### config.mk
export PLATFORM = sky130hd
export DESIGN_NAME = one_wire_rom_search_flat
export DESIGN_NICKNAME = d
export VERILOG_FILES = /design/src/hdl/ows_pkg.sv /design/src/hdl/ows_in_if.sv /design/src/hdl/ows_out_if.sv /design/src/hdl/ows_in_reg.sv /design/src/hdl/ows_core.sv /design/src/hdl/ows_out_reg.sv /design/src/hdl/one_wire_rom_search.sv /design/src/flat_wrapper.sv
export SDC_FILE = /design/constraint.sdc
export NUM_CORES = 1
export LEC_CHECK = 0
export ABC_AREA = 1
export ABC_CLOCK_PERIOD_IN_PS = 5950
export BUFFER_PORTS_ARGS = -buffer_cell sky130_fd_sc_hd__buf_4
export CAP_MARGIN = 20
export CORE_ASPECT_RATIO = 1.75
export CORE_MARGIN = 5
export CORE_UTILIZATION = 50
export CTS_BUF_LIST = sky130_fd_sc_hd__clkbuf_2
export DETAILED_ROUTE_END_ITERATION = 10
export PLACE_DENSITY = 0.8
export SLEW_MARGIN = 20
export SYNTH_ARGS = -nofsm -noshare
export SYNTH_HDL_FRONTEND = slang
export SYNTH_SLANG_ARGS = --single-unit
### constraint.sdc
create_clock -name clk -period 5.95 [get_ports clk]
set_clock_uncertainty 0.2 [all_clocks]
set_input_delay 0.8925 -clock clk [delete_from_list [all_inputs] [get_ports clk]]
set_output_delay 0.8925 -clock clk [all_outputs]
set_load 0.03 [all_outputs]
### src/hdl/ows_pkg.sv
// Shared types and constants for the one-wire ROM search engine.
package ows_pkg;

  // Counter width: bit positions 1..64 and the value 64 itself
  localparam int unsigned CNT_W = 7;
  localparam int unsigned ROM_W = 64;

  localparam logic [7:0] SEARCH_NORMAL_BYTE = 8'hF0;
  localparam logic [7:0] SEARCH_COND_BYTE   = 8'hEC;
  localparam logic [7:0] TARGET_FAMILY_RST  = 8'd45;
  // Zero branches below this position lie in the family byte
  localparam logic [CNT_W-1:0] FAMILY_LIMIT = 7'd9;

  typedef enum logic [1:0] {
    CMD_BEGIN  = 2'd0,
    CMD_PAIR   = 2'd1,
    CMD_RESET  = 2'd2,
    CMD_TARGET = 2'd3
  } cmd_t;

  typedef enum logic [2:0] {
    ST_CMD   = 3'd0,
    ST_WRITE = 3'd1,
    ST_FOUND = 3'd2,
    ST_FAIL  = 3'd3,
    ST_ACK   = 3'd4,
    ST_IGN   = 3'd5
  } status_t;

  typedef struct packed {
    cmd_t cmd;
    logic presence;
    logic normal_search;
    logic id_bit;
    logic complement_bit;
  } in_item_t;

  typedef struct packed {
    status_t          status;
    logic             write_valid;
    logic             direction_bit;
    logic [7:0]       command_byte;
    logic [ROM_W-1:0] rom_id;
    logic             last_device;
    logic [CNT_W-1:0] family_discrepancy;
  } out_item_t;

  // Handshake between the input register and the search core
  typedef struct packed {
    logic     valid;
    in_item_t item;
  } stage_t;

endpackage

### src/hdl/ows_in_if.sv
// Input channel: one search step per transfer.
interface ows_in_if;
  logic              valid;
  logic              ready;
  ows_pkg::cmd_t     cmd;
  logic              presence;
  logic              normal_search;
  logic              id_bit;
  logic              complement_bit;

  modport source (output valid, cmd, presence, normal_search, id_bit, complement_bit,
                  input ready);
  modport sink   (input valid, cmd, presence, normal_search, id_bit, complement_bit,
                  output ready);
endinterface

### src/hdl/ows_out_if.sv
// Result channel: one result per accepted step.
interface ows_out_if;
  logic                           valid;
  logic                           ready;
  ows_pkg::status_t               status;
  logic                           write_valid;
  logic                           direction_bit;
  logic [7:0]                     command_byte;
  logic [ows_pkg::ROM_W-1:0]      rom_id;
  logic                           last_device;
  logic [ows_pkg::CNT_W-1:0]      family_discrepancy;

  modport source (output valid, status, write_valid, direction_bit, command_byte, rom_id,
                  last_device, family_discrepancy, input ready);
  modport sink   (input valid, status, write_valid, direction_bit, command_byte, rom_id,
                  last_device, family_discrepancy, output ready);
endinterface

### src/hdl/ows_in_reg.sv
// Input register: captures one step and holds it until the core takes it.
module ows_in_reg (
  input  logic              clk,
  input  logic              rst_n,
  input  logic              in_valid,
  input  ows_pkg::in_item_t in_item,
  output logic              in_ready,
  input  logic              take,
  output ows_pkg::stage_t   stage
);

  logic              valid_r;
  ows_pkg::in_item_t item_r;

  assign in_ready = !valid_r || take;
  assign stage    = '{valid: valid_r, item: item_r};

  // Valid flag
  always_ff @(posedge clk) begin
    if (!rst_n) begin
      valid_r <= 1'b0;
    end else if (in_ready) begin
      valid_r <= in_valid;
    end
  end

  // Payload, loaded on each transfer
  always_ff @(posedge clk) begin
    if (in_valid && in_ready) begin
      item_r <= in_item;
    end
  end

endmodule

### src/hdl/ows_core.sv
// Search core: enumeration state and the combinational step logic.
module ows_core #(
  parameter int unsigned ID_BITS = 64
) (
  input  logic                clk,
  input  logic                rst_n,
  input  ows_pkg::stage_t     stage,
  input  logic                out_free,
  input  logic [7:0]          target_family,
  output logic                fire,
  output ows_pkg::out_item_t  res
);

  localparam int unsigned POS_W = $clog2(ID_BITS);
  localparam logic [ows_pkg::CNT_W-1:0] LAST_POS = ows_pkg::CNT_W'(ID_BITS);
  localparam logic [ows_pkg::CNT_W-1:0] ONE      = ows_pkg::CNT_W'(1);

  logic [ID_BITS-1:0]       rom_r,  rom_nxt;
  logic [ows_pkg::CNT_W-1:0] ld_r,  ld_nxt;
  logic [ows_pkg::CNT_W-1:0] fm_r,  fm_nxt;
  logic                      done_r, done_nxt;
  logic [ows_pkg::CNT_W-1:0] bi_r,  bi_nxt;
  logic [ows_pkg::CNT_W-1:0] zm_r,  zm_nxt;
  logic                      srch_r, srch_nxt;

  assign fire = stage.valid && out_free;

  // Step logic
  always_comb begin
    logic [POS_W-1:0]          pos;
    logic                      dir;
    logic [ID_BITS-1:0]        rom_t;
    logic [ows_pkg::CNT_W-1:0] zm_t;
    logic [ows_pkg::CNT_W-1:0] fm_t;
    logic                      done_t;

    rom_nxt  = rom_r;
    ld_nxt   = ld_r;
    fm_nxt   = fm_r;
    done_nxt = done_r;
    bi_nxt   = bi_r;
    zm_nxt   = zm_r;
    srch_nxt = srch_r;
    res      = '0;
    res.status = ows_pkg::ST_IGN;

    pos    = POS_W'(bi_r - ONE);
    dir    = 1'b0;
    rom_t  = rom_r;
    zm_t   = zm_r;
    fm_t   = fm_r;
    done_t = done_r;

    unique case (stage.item.cmd)
      ows_pkg::CMD_RESET: begin
        rom_nxt  = '0;
        ld_nxt   = '0;
        fm_nxt   = '0;
        done_nxt = 1'b0;
        srch_nxt = 1'b0;
        bi_nxt   = ONE;
        zm_nxt   = '0;
        res.status = ows_pkg::ST_ACK;
      end
      ows_pkg::CMD_TARGET: begin
        rom_nxt  = ID_BITS'(target_family);
        ld_nxt   = LAST_POS;
        fm_nxt   = '0;
        done_nxt = 1'b0;
        srch_nxt = 1'b0;
        bi_nxt   = ONE;
        zm_nxt   = '0;
        res.status = ows_pkg::ST_ACK;
      end
      ows_pkg::CMD_BEGIN: begin
        bi_nxt = ONE;
        zm_nxt = '0;
        if (done_r || !stage.item.presence) begin
          srch_nxt = 1'b0;
          ld_nxt   = '0;
          fm_nxt   = '0;
          done_nxt = 1'b0;
          res.status = ows_pkg::ST_FAIL;
        end else begin
          srch_nxt = 1'b1;
          res.status = ows_pkg::ST_CMD;
          res.command_byte = stage.item.normal_search ? ows_pkg::SEARCH_NORMAL_BYTE
                                                      : ows_pkg::SEARCH_COND_BYTE;
        end
      end
      default: begin
        // Bit pair
        if (!srch_r) begin
          res.status = ows_pkg::ST_IGN;
        end else if (stage.item.id_bit && stage.item.complement_bit) begin
          // Nobody answered
          srch_nxt = 1'b0;
          ld_nxt   = '0;
          fm_nxt   = '0;
          done_nxt = 1'b0;
          res.status = ows_pkg::ST_FAIL;
        end else begin
          if (stage.item.id_bit != stage.item.complement_bit) begin
            dir = stage.item.id_bit;
          end else begin
            // Discrepancy: follow the previous path, or branch
            if (bi_r < ld_r) begin
              dir = rom_r[pos];
            end else begin
              dir = (bi_r == ld_r);
            end
            if (!dir) begin
              zm_t = bi_r;
              if (bi_r < ows_pkg::FAMILY_LIMIT) begin
                fm_t = bi_r;
              end
            end
          end
          rom_t[pos] = dir;
          rom_nxt    = rom_t;
          zm_nxt     = zm_t;
          fm_nxt     = fm_t;
          res.write_valid   = 1'b1;
          res.direction_bit = dir;
          res.status        = ows_pkg::ST_WRITE;

          if (bi_r >= LAST_POS) begin
            // Last id bit: close the pass
            srch_nxt = 1'b0;
            bi_nxt   = ONE;
            zm_nxt   = '0;
            ld_nxt   = zm_t;
            if (zm_t == '0) begin
              done_t = 1'b1;
            end
            done_nxt = done_t;
            if (rom_t[7:0] == 8'h00) begin
              ld_nxt   = '0;
              fm_nxt   = '0;
              done_nxt = 1'b0;
              res.status = ows_pkg::ST_FAIL;
            end else begin
              res.status             = ows_pkg::ST_FOUND;
              res.rom_id             = ows_pkg::ROM_W'(rom_t);
              res.last_device        = done_t;
              res.family_discrepancy = fm_t;
            end
          end else begin
            bi_nxt = bi_r + ONE;
          end
        end
      end
    endcase
  end

  // Enumeration state
  always_ff @(posedge clk) begin
    if (!rst_n) begin
      rom_r  <= '0;
      ld_r   <= '0;
      fm_r   <= '0;
      done_r <= 1'b0;
      bi_r   <= ONE;
      zm_r   <= '0;
      srch_r <= 1'b0;
    end else if (fire) begin
      rom_r  <= rom_nxt;
      ld_r   <= ld_nxt;
      fm_r   <= fm_nxt;
      done_r <= done_nxt;
      bi_r   <= bi_nxt;
      zm_r   <= zm_nxt;
      srch_r <= srch_nxt;
    end
  end

endmodule

### src/hdl/ows_out_reg.sv
// Result register: holds one result until the receiver takes it.
module ows_out_reg (
  input  logic               clk,
  input  logic               rst_n,
  input  logic               load,
  input  ows_pkg::out_item_t res,
  output logic               out_free,
  output logic               out_valid,
  input  logic               out_ready,
  output ows_pkg::out_item_t out_item
);

  logic               valid_r;
  ows_pkg::out_item_t item_r;

  assign out_free  = !valid_r || out_ready;
  assign out_valid = valid_r;
  assign out_item  = item_r;

  // Valid flag
  always_ff @(posedge clk) begin
    if (!rst_n) begin
      valid_r <= 1'b0;
    end else if (out_free) begin
      valid_r <= load;
    end
  end

  // Payload
  always_ff @(posedge clk) begin
    if (load) begin
      item_r <= res;
    end
  end

endmodule

### src/hdl/one_wire_rom_search.sv
// One-wire ROM search engine, top level.
//
// Usage: each transfer on in_ch is one search step: begin (presence and
// search type), bit pair (id bit and complement), reset search or target
// search. Every step gives exactly one result on out_ch: the command byte
// to send, the direction bit to write, found (with ROM, last-device flag
// and family discrepancy), failed, acknowledged or ignored.
// cfg_we/cfg_wdata write the target family code; write it only while idle.
//
// An input transfer is registered in the input register, then passes through the step
// logic into the result register, from which it appears on out_ch. Throughput is one
// step per cycle while the receiver does not stall; the state update of a step is a
// single compare-and-select on the bit counters plus one ROM bit write, registered
// when the step is taken, so the next step uses it.
// When the receiver stalls, the result register holds its result; the input register
// takes one more step only if it is empty, and after that in_ch.ready drops.
// Reset (synchronous, rst_n low) empties both registers, clears the ROM,
// the discrepancy counters and the last-device flag, and sets the target
// family to 45.
module one_wire_rom_search #(
  parameter int unsigned ID_BITS = 64
) (
  input  logic        clk,
  input  logic        rst_n,
  ows_in_if.sink      in_ch,
  ows_out_if.source   out_ch,
  input  logic        cfg_we,
  input  logic [7:0]  cfg_wdata
);

  logic               tf_r;
  logic [7:0]         target_family_r;
  ows_pkg::in_item_t  in_item;
  ows_pkg::stage_t    stage;
  ows_pkg::out_item_t res;
  ows_pkg::out_item_t out_item;
  logic               fire;
  logic               out_free;

  // Target family register
  always_ff @(posedge clk) begin
    if (!rst_n) begin
      target_family_r <= ows_pkg::TARGET_FAMILY_RST;
    end else if (cfg_we) begin
      target_family_r <= cfg_wdata;
    end
  end

  // Low through reset and the first cycle after it, then high; masks the checks below
  always_ff @(posedge clk) begin
    if (!rst_n) begin
      tf_r <= 1'b0;
    end else begin
      tf_r <= 1'b1;
    end
  end

  assign in_item = '{cmd:            in_ch.cmd,
                     presence:       in_ch.presence,
                     normal_search:  in_ch.normal_search,
                     id_bit:         in_ch.id_bit,
                     complement_bit: in_ch.complement_bit};

  ows_in_reg u_in_reg (
    .clk      (clk),
    .rst_n    (rst_n),
    .in_valid (in_ch.valid),
    .in_item  (in_item),
    .in_ready (in_ch.ready),
    .take     (fire),
    .stage    (stage)
  );

  ows_core #(.ID_BITS(ID_BITS)) u_core (
    .clk           (clk),
    .rst_n         (rst_n),
    .stage         (stage),
    .out_free      (out_free),
    .target_family (target_family_r),
    .fire          (fire),
    .res           (res)
  );

  ows_out_reg u_out_reg (
    .clk       (clk),
    .rst_n     (rst_n),
    .load      (fire),
    .res       (res),
    .out_free  (out_free),
    .out_valid (out_ch.valid),
    .out_ready (out_ch.ready),
    .out_item  (out_item)
  );

  assign out_ch.status             = out_item.status;
  assign out_ch.write_valid        = out_item.write_valid;
  assign out_ch.direction_bit      = out_item.direction_bit;
  assign out_ch.command_byte       = out_item.command_byte;
  assign out_ch.rom_id             = out_item.rom_id;
  assign out_ch.last_device        = out_item.last_device;
  assign out_ch.family_discrepancy = out_item.family_discrepancy;

  // A step taken by the core always lands in the result register
  a_fire_loads: assert property (@(posedge clk) disable iff (!rst_n)
    fire |=> out_ch.valid)
    else $error("step taken but no result registered");

  // A found ROM never has a zero family byte
  a_found_family: assert property (@(posedge clk) disable iff (!rst_n || !tf_r)
    (out_ch.valid && out_ch.status == ows_pkg::ST_FOUND) |-> (out_ch.rom_id[7:0] != 8'h00))
    else $error("found ROM with zero family byte");

  // A direction write only comes with a bit-pair outcome
  a_write_status: assert property (@(posedge clk) disable iff (!rst_n || !tf_r)
    (out_ch.valid && out_ch.write_valid) |->
      (out_ch.status == ows_pkg::ST_WRITE || out_ch.status == ows_pkg::ST_FOUND ||
       out_ch.status == ows_pkg::ST_FAIL))
    else $error("direction write with wrong status");

  // A command byte is only given with the send-command status
  a_cmd_byte: assert property (@(posedge clk) disable iff (!rst_n || !tf_r)
    (out_ch.valid && out_ch.command_byte != 8'h00) |-> (out_ch.status == ows_pkg::ST_CMD))
    else $error("command byte outside send-command result");

endmodule

### src/flat_wrapper.sv
// flat-port wrapper written by rule: the top's interface ports become plain ports
module one_wire_rom_search_flat 
#(
  parameter int unsigned ID_BITS = 64
)
  (clk, rst_n, cfg_we, cfg_wdata, in_ch_valid, in_ch_cmd, in_ch_presence, in_ch_normal_search, in_ch_id_bit, in_ch_complement_bit, in_ch_ready, out_ch_valid, out_ch_status, out_ch_write_valid, out_ch_direction_bit, out_ch_command_byte, out_ch_rom_id, out_ch_last_device, out_ch_family_discrepancy, out_ch_ready);
  ows_in_if in_ch_i ();
  ows_out_if out_ch_i ();
  input  logic clk;
  input  logic rst_n;
  input  logic cfg_we;
  input  logic [7:0] cfg_wdata;
  input wire logic [$bits(in_ch_i.valid)-1:0] in_ch_valid;
  input wire logic [$bits(in_ch_i.cmd)-1:0] in_ch_cmd;
  input wire logic [$bits(in_ch_i.presence)-1:0] in_ch_presence;
  input wire logic [$bits(in_ch_i.normal_search)-1:0] in_ch_normal_search;
  input wire logic [$bits(in_ch_i.id_bit)-1:0] in_ch_id_bit;
  input wire logic [$bits(in_ch_i.complement_bit)-1:0] in_ch_complement_bit;
  output wire logic [$bits(in_ch_i.ready)-1:0] in_ch_ready;
  output wire logic [$bits(out_ch_i.valid)-1:0] out_ch_valid;
  output wire logic [$bits(out_ch_i.status)-1:0] out_ch_status;
  output wire logic [$bits(out_ch_i.write_valid)-1:0] out_ch_write_valid;
  output wire logic [$bits(out_ch_i.direction_bit)-1:0] out_ch_direction_bit;
  output wire logic [$bits(out_ch_i.command_byte)-1:0] out_ch_command_byte;
  output wire logic [$bits(out_ch_i.rom_id)-1:0] out_ch_rom_id;
  output wire logic [$bits(out_ch_i.last_device)-1:0] out_ch_last_device;
  output wire logic [$bits(out_ch_i.family_discrepancy)-1:0] out_ch_family_discrepancy;
  input wire logic [$bits(out_ch_i.ready)-1:0] out_ch_ready;
  assign in_ch_i.valid = in_ch_valid;
  assign in_ch_i.cmd = in_ch_cmd;
  assign in_ch_i.presence = in_ch_presence;
  assign in_ch_i.normal_search = in_ch_normal_search;
  assign in_ch_i.id_bit = in_ch_id_bit;
  assign in_ch_i.complement_bit = in_ch_complement_bit;
  assign in_ch_ready = in_ch_i.ready;
  assign out_ch_valid = out_ch_i.valid;
  assign out_ch_status = out_ch_i.status;
  assign out_ch_write_valid = out_ch_i.write_valid;
  assign out_ch_direction_bit = out_ch_i.direction_bit;
  assign out_ch_command_byte = out_ch_i.command_byte;
  assign out_ch_rom_id = out_ch_i.rom_id;
  assign out_ch_last_device = out_ch_i.last_device;
  assign out_ch_family_discrepancy = out_ch_i.family_discrepancy;
  assign out_ch_i.ready = out_ch_ready;
  one_wire_rom_search #(.ID_BITS(ID_BITS)) u_core (.clk(clk), .rst_n(rst_n), .in_ch(in_ch_i), .out_ch(out_ch_i), .cfg_we(cfg_we), .cfg_wdata(cfg_wdata));
endmodule
### Yosys cells after proc, flatten, opt, wreduce, memory -nomap -nowiden

Index checks and enable logic that the tools add are counted.

| word-level totals | value |
|---|---|
| register bits | 195 |
| latch bits | 0 |
| RAM bits | 0 |
| memory bits (read-only) | 0 |
| bits of input ports | 19 |
| output and inout bits | 87 |
| logic and storage cells | 133 |
| memories | 0 |

| cells by class | value |
|---|---|
| $add $sub $neg | 2 |
| multipliers | 0 |
| div/mod/pow operators | 0 |
| order comparisons | 5 |
| equal/unequal tests | 7 |
| shifts and indexed selects | 0 |
| multiplexer cells | 64 |
| bitwise logic cells | 3 |
| reductions and logical operators | 30 |

Operator list:

| operator | number |
|---|---|
| one-hot mux 64 bit (3 select lines) | 1 |
| 2-to-1 mux 7 bit | 25 |
| 2-to-1 mux 64 bit | 2 |
| bitwise mux 64 bit | 1 |
| 2-to-1 mux 1 bit | 22 |
| one-hot mux 7 bit (3 select lines) | 1 |
| one-hot mux 7 bit (2 select lines) | 1 |
| AND reduction 4 bit | 3 |
| logical NOT 8 bit | 1 |
| 2-to-1 mux 2 bit | 4 |
| nonzero test 4 bit | 2 |
| adder 7 x 1 -> 7 bit, second input constant | 1 |
| == test 7 bit | 1 |
| greater-or-equal comparator 7 bit, second input constant | 1 |
| logical NOT 7 bit | 1 |
| less-than comparator 6 x 7 -> 1 bit, second input constant | 1 |
| less-than comparator 7 x 4 -> 1 bit, second input constant | 1 |
| less-than comparator 7 bit | 1 |
| OR reduction 7 bit | 1 |
| binary-select mux 1 bit (select 6 bit) | 1 |
| demux 1 bit (select 6 bit) | 1 |
| greater-or-equal comparator 6 x 1 -> 1 bit, second input constant | 1 |
| one-hot mux 3 bit (2 select lines) | 1 |
| AND reduction 3 bit | 2 |
| other kinds (20) | 34 |

### Longest topological paths before layout

| depth | value |
|---|---|
| depth in word-level cells | 20 |
| gate-level depth with buffers | 24 |
| depth with buffers taken out | 22 |

### Modules after synthesis

From an unflattened synthesis, not the netlist that was laid out.

| unflattened totals | value |
|---|---|
| cells, all modules | 1268 |
| area, all modules | 9654.3 µm² |

Modules (own cells, without submodules):

| module | times used | cells each | area each (µm²) |
|---|---|---|---|
| ows_core | 1 | 1120 | 6511.2 |
| ows_out_reg | 1 | 91 | 2598.7 |
| one_wire_rom_search | 1 | 43 | 305.3 |
| ows_in_reg | 1 | 14 | 239.0 |

### Worst setup path after synthesis

No wires, ideal clock.

| timing path | value |
|---|---|
| path type | input-to-reg |
| start point | input port out_ch_ready |
| end point | register u_core.u_out_reg.item_r, in the netlist u_core.u_out_reg.out_item[0], enable pin |
| library setup time | 0.434 ns |
| data arrival time | 2.721 ns |
| required time | 5.316 ns |
| setup slack | 2.594 ns |
| cell stages on the path | 4 |
| path buffers | 0 |
| path through | inv_1 > nand2_1 > nand2_1 > inv_1 |

| on the way | value |
|---|---|
| longest elaborated chain between the ends | 2 |

Ends and longest elaborated chain:

| element | line | text |
|---|---|---|
| start, declared | flat_wrapper.sv:28 | `input wire logic [$bits(out_ch_i.ready)-1:0] out_ch_ready;` |
| logical OR 1 bit | ows_out_reg.sv:16 | `assign out_free = !valid_r \|\| out_ready;` |
| logical AND 1 bit | ows_core.sv:26 | `assign fire = stage.valid && out_free;` |
| net u_core.fire | one_wire_rom_search.sv:37 | `logic fire;` |
| end signal, assigned | ows_out_reg.sv:32 | `item_r <= res;` |
| end, declared | ows_out_reg.sv:14 | `ows_pkg::out_item_t item_r;` |

The timed path passes the listed nets, and every way through them passes these cells.
A chain may end at the register's enable or synchronous reset.

### Worst setup path after layout

| timing path | value |
|---|---|
| start point | register u_core.u_core.bi_r[1] (netlist name) |
| end point | register u_core.u_out_reg.item_r, in the netlist u_core.u_out_reg.out_item[52] (data pin) |

| on the way | value |
|---|---|
| longest elaborated chain between the ends | 15 |
| elaborated cells between the ends (all ways) | 24 |

Ends and longest elaborated chain:

| element | line | text |
|---|---|---|
| start, declared | ows_core.sv:22 | `logic [ows_pkg::CNT_W-1:0] bi_r, bi_nxt;` |
| start signal, assigned | ows_core.sv:171 | `bi_r <= bi_nxt;` |
| subtractor 6 x 1 -> 6 bit | ows_core.sv:47 | `pos = POS_W'(bi_r - ONE);` |
| binary-select mux 1 bit (select 6 bit) | ows_core.sv:108 | `dir = rom_r[pos];` |
| 2-to-1 mux 1 bit (implied by the code) | ows_core.sv:108 |  |
| 2-to-1 mux 1 bit | ows_core.sv:107 | `if (bi_r < ld_r) begin` |
| 2-to-1 mux 1 bit | ows_core.sv:103 | `if (stage.item.id_bit != stage.item.complement_bit) begin` |
| 2-to-1 mux 1 bit | ows_core.sv:95 | `end else if (stage.item.id_bit && stage.item.complement_bit) begin` |
| 2-to-1 mux 1 bit | ows_core.sv:93 | `if (!srch_r) begin` |
| 2-to-1 mux 1 bit | ows_core.sv:54 | `unique case (stage.item.cmd)` |
| 2-to-1 mux 1 bit | ows_core.sv:103 |  |
| 2-to-1 mux 1 bit | ows_core.sv:95 |  |
| 2-to-1 mux 1 bit | ows_core.sv:93 |  |
| 2-to-1 mux 1 bit | ows_core.sv:54 |  |
| bitwise mux 64 bit | ows_core.sv:119 | `rom_t[pos] = dir;` |
| logical NOT 8 bit | ows_core.sv:137 | `if (rom_t[7:0] == 8'h00) begin` |
| OR reduction 7 bit (no line) | - |  |

Several ways; a longest one is shown, not always the timed one. The select of a mux whose other input is x is not followed.

==> results.sh <==
export IMPL_ys_seq_area_share_pct=48.1
export IMPL_yosys_top_cells_area="edfxtp_1, dfxtp_1, nand2_1"
export IMPL_io_pins=106
export IMPL_min_from="cfg_wdata[2]"
export IMPL_maxSlewViolCount=0
export IMPL_syn_area_um2=9700
export IMPL_area_growth_pct=12.1
export IMPL_wirelength_um=25700
export IMPL_p_per_area_nw_per_um2=232
export IMPL_fin_hold_ws_ns=0.0950
export IMPL_clock_sinks=190
export IMPL_arrival_ns=5.10
export IMPL_cts_hold_buf=3
export IMPL_finalSetupViolations=0
export IMPL_final_layout_size_suffix_gt1_share_pct=14.1
export IMPL_worst_pin_slew_ns=1.05
export IMPL_ys_ff_latch=190
export IMPL_fmax_mhz=209
export IMPL_grt_pass1_wl_um=40700
export IMPL_fin_crit_ns=4.78
export IMPL_dieArea_um2=22400
export IMPL_cp_slowest_cell="buf_4"
export IMPL_syn_instance_count=1291
export IMPL_finalWeightedCongestion=0.900
export IMPL_maxCapViolCount=0
export IMPL_slew_headroom_pct=30.1
export IMPL_num_vias=8776
export IMPL_path_class="register to register"
export IMPL_synth_distinct_cells=39
export IMPL_synth_top_area_cell="edfxtp_1"
export IMPL_r2r_slack_ns=1.17
export IMPL_hold_viol_final=0
export IMPL_path_cells="inv_1 > ha_1 > inv_1 > nand2_1 > nand2_1 > clkinv_1 > nor2_1 > inv_1 > nor2_1 > clkinv_1 > nor2_1 > nand3_1 > nand2_1 > nand2_1 > nor2_2 > nand2_4 > nand4_4 > buf_4 > nor2_1"
export IMPL_ir_drop_v=0.000135
export IMPL_hold_path_end="u_core.target_family_r[2]"
export IMPL_vias_per_cell=5.39
export IMPL_worst_path_max_fanout=72
export IMPL_post_cts_resized=0
export IMPL_die_y_um=194
export IMPL_wl_per_cell_um=15.8
export IMPL_worstPathRequired_ns=6.27
export IMPL_clkLatencyLatePin_ns=0.79
export IMPL_grt_pass1_vias=8234
export IMPL_cts_buffers=17
export IMPL_synth_warning_count=0
export IMPL_nets=1406
export IMPL_antenna_found_initial=1
export IMPL_ant_nets=0
export IMPL_period_share_pct=80.3
export IMPL_tns_ns=0
export IMPL_hpwl_um=18000
export IMPL_rr_startpoint="u_core.u_core.bi_r[1]"
export IMPL_clkTransAtPathRegs_ns=0.27
export IMPL_num_rows=67
export IMPL_critPathLaunchType="register"
export IMPL_drc=0
export IMPL_r2r_end="u_core.u_out_reg.out_item[52]"
export IMPL_cts_tree="yes"
export IMPL_start_util_pct=50.8
export IMPL_grt_usage_pct=22.9
export IMPL_synth_top_area_share_pct=26.6
export IMPL_end_kind="register"
export IMPL_outcome="completed"
export IMPL_rsz0062_at_grt="no"
export IMPL_grt_max_degree=91
export IMPL_register_area_um2=4660
export IMPL_hold_depth=3
export IMPL_grt_remaining_overflow=0
export IMPL_htree_levels=4
export IMPL_syn_avg_cell_area_um2=7.52
export IMPL_coreArea_um2=19100
export IMPL_hold_class="input port to register"
export IMPL_leakage_uw=0.00429
export IMPL_drt_iter0_drc=706
export IMPL_io_buffers=103
export IMPL_postCtsSetupBuffers=0
export IMPL_clk_path_buf_depth=2
export IMPL_slowest_delay_ns=0.62
export IMPL_multiInputGateArea_um2=4170
export IMPL_fillers=1801
export IMPL_worstRegToRegCells=19
export IMPL_dieWidth_um=115
export IMPL_clockRootBuffer="clkbuf_2"
export IMPL_drtPass1Iterations=5
[worst max-delay path by stage]
stage,cells after the start,slack [ns],end,from
after floorplan,4,2.59,u_core.u_out_reg.out_item[0],out_ch_ready
after global placement,21,1.42,u_core.u_out_reg.out_item[4],u_core.u_core.bi_r[1]
after detailed placement,21,1.35,u_core.u_out_reg.out_item[58],u_core.u_core.bi_r[1]
after CTS,21,1.28,u_core.u_out_reg.out_item[58],u_core.u_core.bi_r[1]
after global routing,19,0.83,u_core.u_out_reg.out_item[53],u_core.u_core.bi_r[1]
final,19,1.17,u_core.u_out_reg.out_item[52],u_core.u_core.bi_r[1]
[state kept, by name, summed over array words and instances, names as in the netlist]
name,flops
u_core.u_out_reg.out_valid,1
u_core.u_core.zm_r,7
u_core.u_core.bi_r,7
u_core.u_core.fm_r,7
u_core.u_in_reg.stage,6
u_core.u_in_reg.valid_r,1
u_core.u_core.ld_r,7
u_core.u_core.srch_r,1
u_core.u_core.done_r,1
u_core.target_family_r,8
u_core.u_core.rom_r,64
u_core.u_out_reg.out_item,80
[cells in the mapped netlist (all sizes together)]
master     n
o211ai     1
a211oi     5
edfxtp    86
clkbuf    29
o22ai      6
a31oi      9
nand2    350
or2        3
conb       1
inv      134
clkinv    10
mux2i      4
ha        14
o32ai      1
nor3      12
nor2     206
nor4       1
nand4      4
buf       31
dfxtp    104
o21ai     88
xor2       3
a21oi     95
nand3     93
o2111ai    1
[routing by layer]
metal	track usage [%]	up-vias	wire length, µm
met5	0	-	0
met4	14.0	0	1560
met3	3.33	92	1290
met2	41.4	309	13900
met1	24.4	4045	8940
li1	-	4330	-
[area by class of cell]
type / instances / area share [%]
Clock buffer: 20 / 0.920
Sequential cell: 190 / 42.9
Timing Repair Buffer: 122 / 8.74
Clock inverter: 12 / 1.33
Antenna cell: 1 / 0.0230
Tap cell: 241 / 2.77
Multi-Input combinational cell: 898 / 38.4
Inverter: 144 / 4.98
[placed cells by master, fill, tap and decap left out, types with 29 or more instances in the layout]
| cell | count |
|---|---|
| a21oi_1 | 95 |
| buf_4 | 115 |
| dfxtp_1 | 104 |
| edfxtp_1 | 86 |
| inv_1 | 127 |
| nand2_1 | 346 |
| nand3_1 | 89 |
| nor2_1 | 182 |
| o21ai_0 | 57 |
| o21ai_1 | 29 |
[cells by family after synthesis]
group,Yosys count,synth area share (%)
other,1,0.0386
and+or+nand+nor,669,28.7
xor gates and xnor gates,3,0.658
buffers and inverters,204,9.13
AOI/OAI and AO/OA,206,11.2
muxes,4,0.413
DFF,190,48.1
adders and majority gates,14,1.81
[through the flow]
| step | instances | instance area, µm² | util [%] | power (µW) | setup WS (ns) |
|---|---|---|---|---|---|
| 5_1_grt | 1628 | 10900 | 56.9 | 2620 | 0.828 |
| 2_1_floorplan | 1292 | 9710 | - | 1740 | 2.59 |
| 3_5_place_dp | 1588 | 10500 | 55.2 | 1870 | 1.35 |
| 6_report | 1628 | 10900 | 56.9 | 2520 | 1.17 |
| 3_3_place_gp | 1588 | 10500 | 55.2 | 1860 | 1.42 |
| 4_1_cts | 1623 | 10800 | 56.6 | 2530 | 1.28 |
[worst max-delay path: cells and delay by family (launching register included)]
kind | cells | cell delay, ns
buffers and inverters | 6 | 1.75
AND/OR/NAND/NOR | 12 | 1.70
adder cells (fa/ha/maj) | 1 | 0.25
flip-flops | 1 | 0.51
[where the power goes]
group / internal (µW) / leakage, µW / total, µW / switching (µW)
combinational: 117 / 0.00247 / 437 / 320
sequential: 1400 / 0.00167 / 1410 / 16.0
clock: 237 / 0.000151 / 673 / 436
total: 1750 / 0.00429 / 2520 / 772
(Power assumes the default switching activity.)
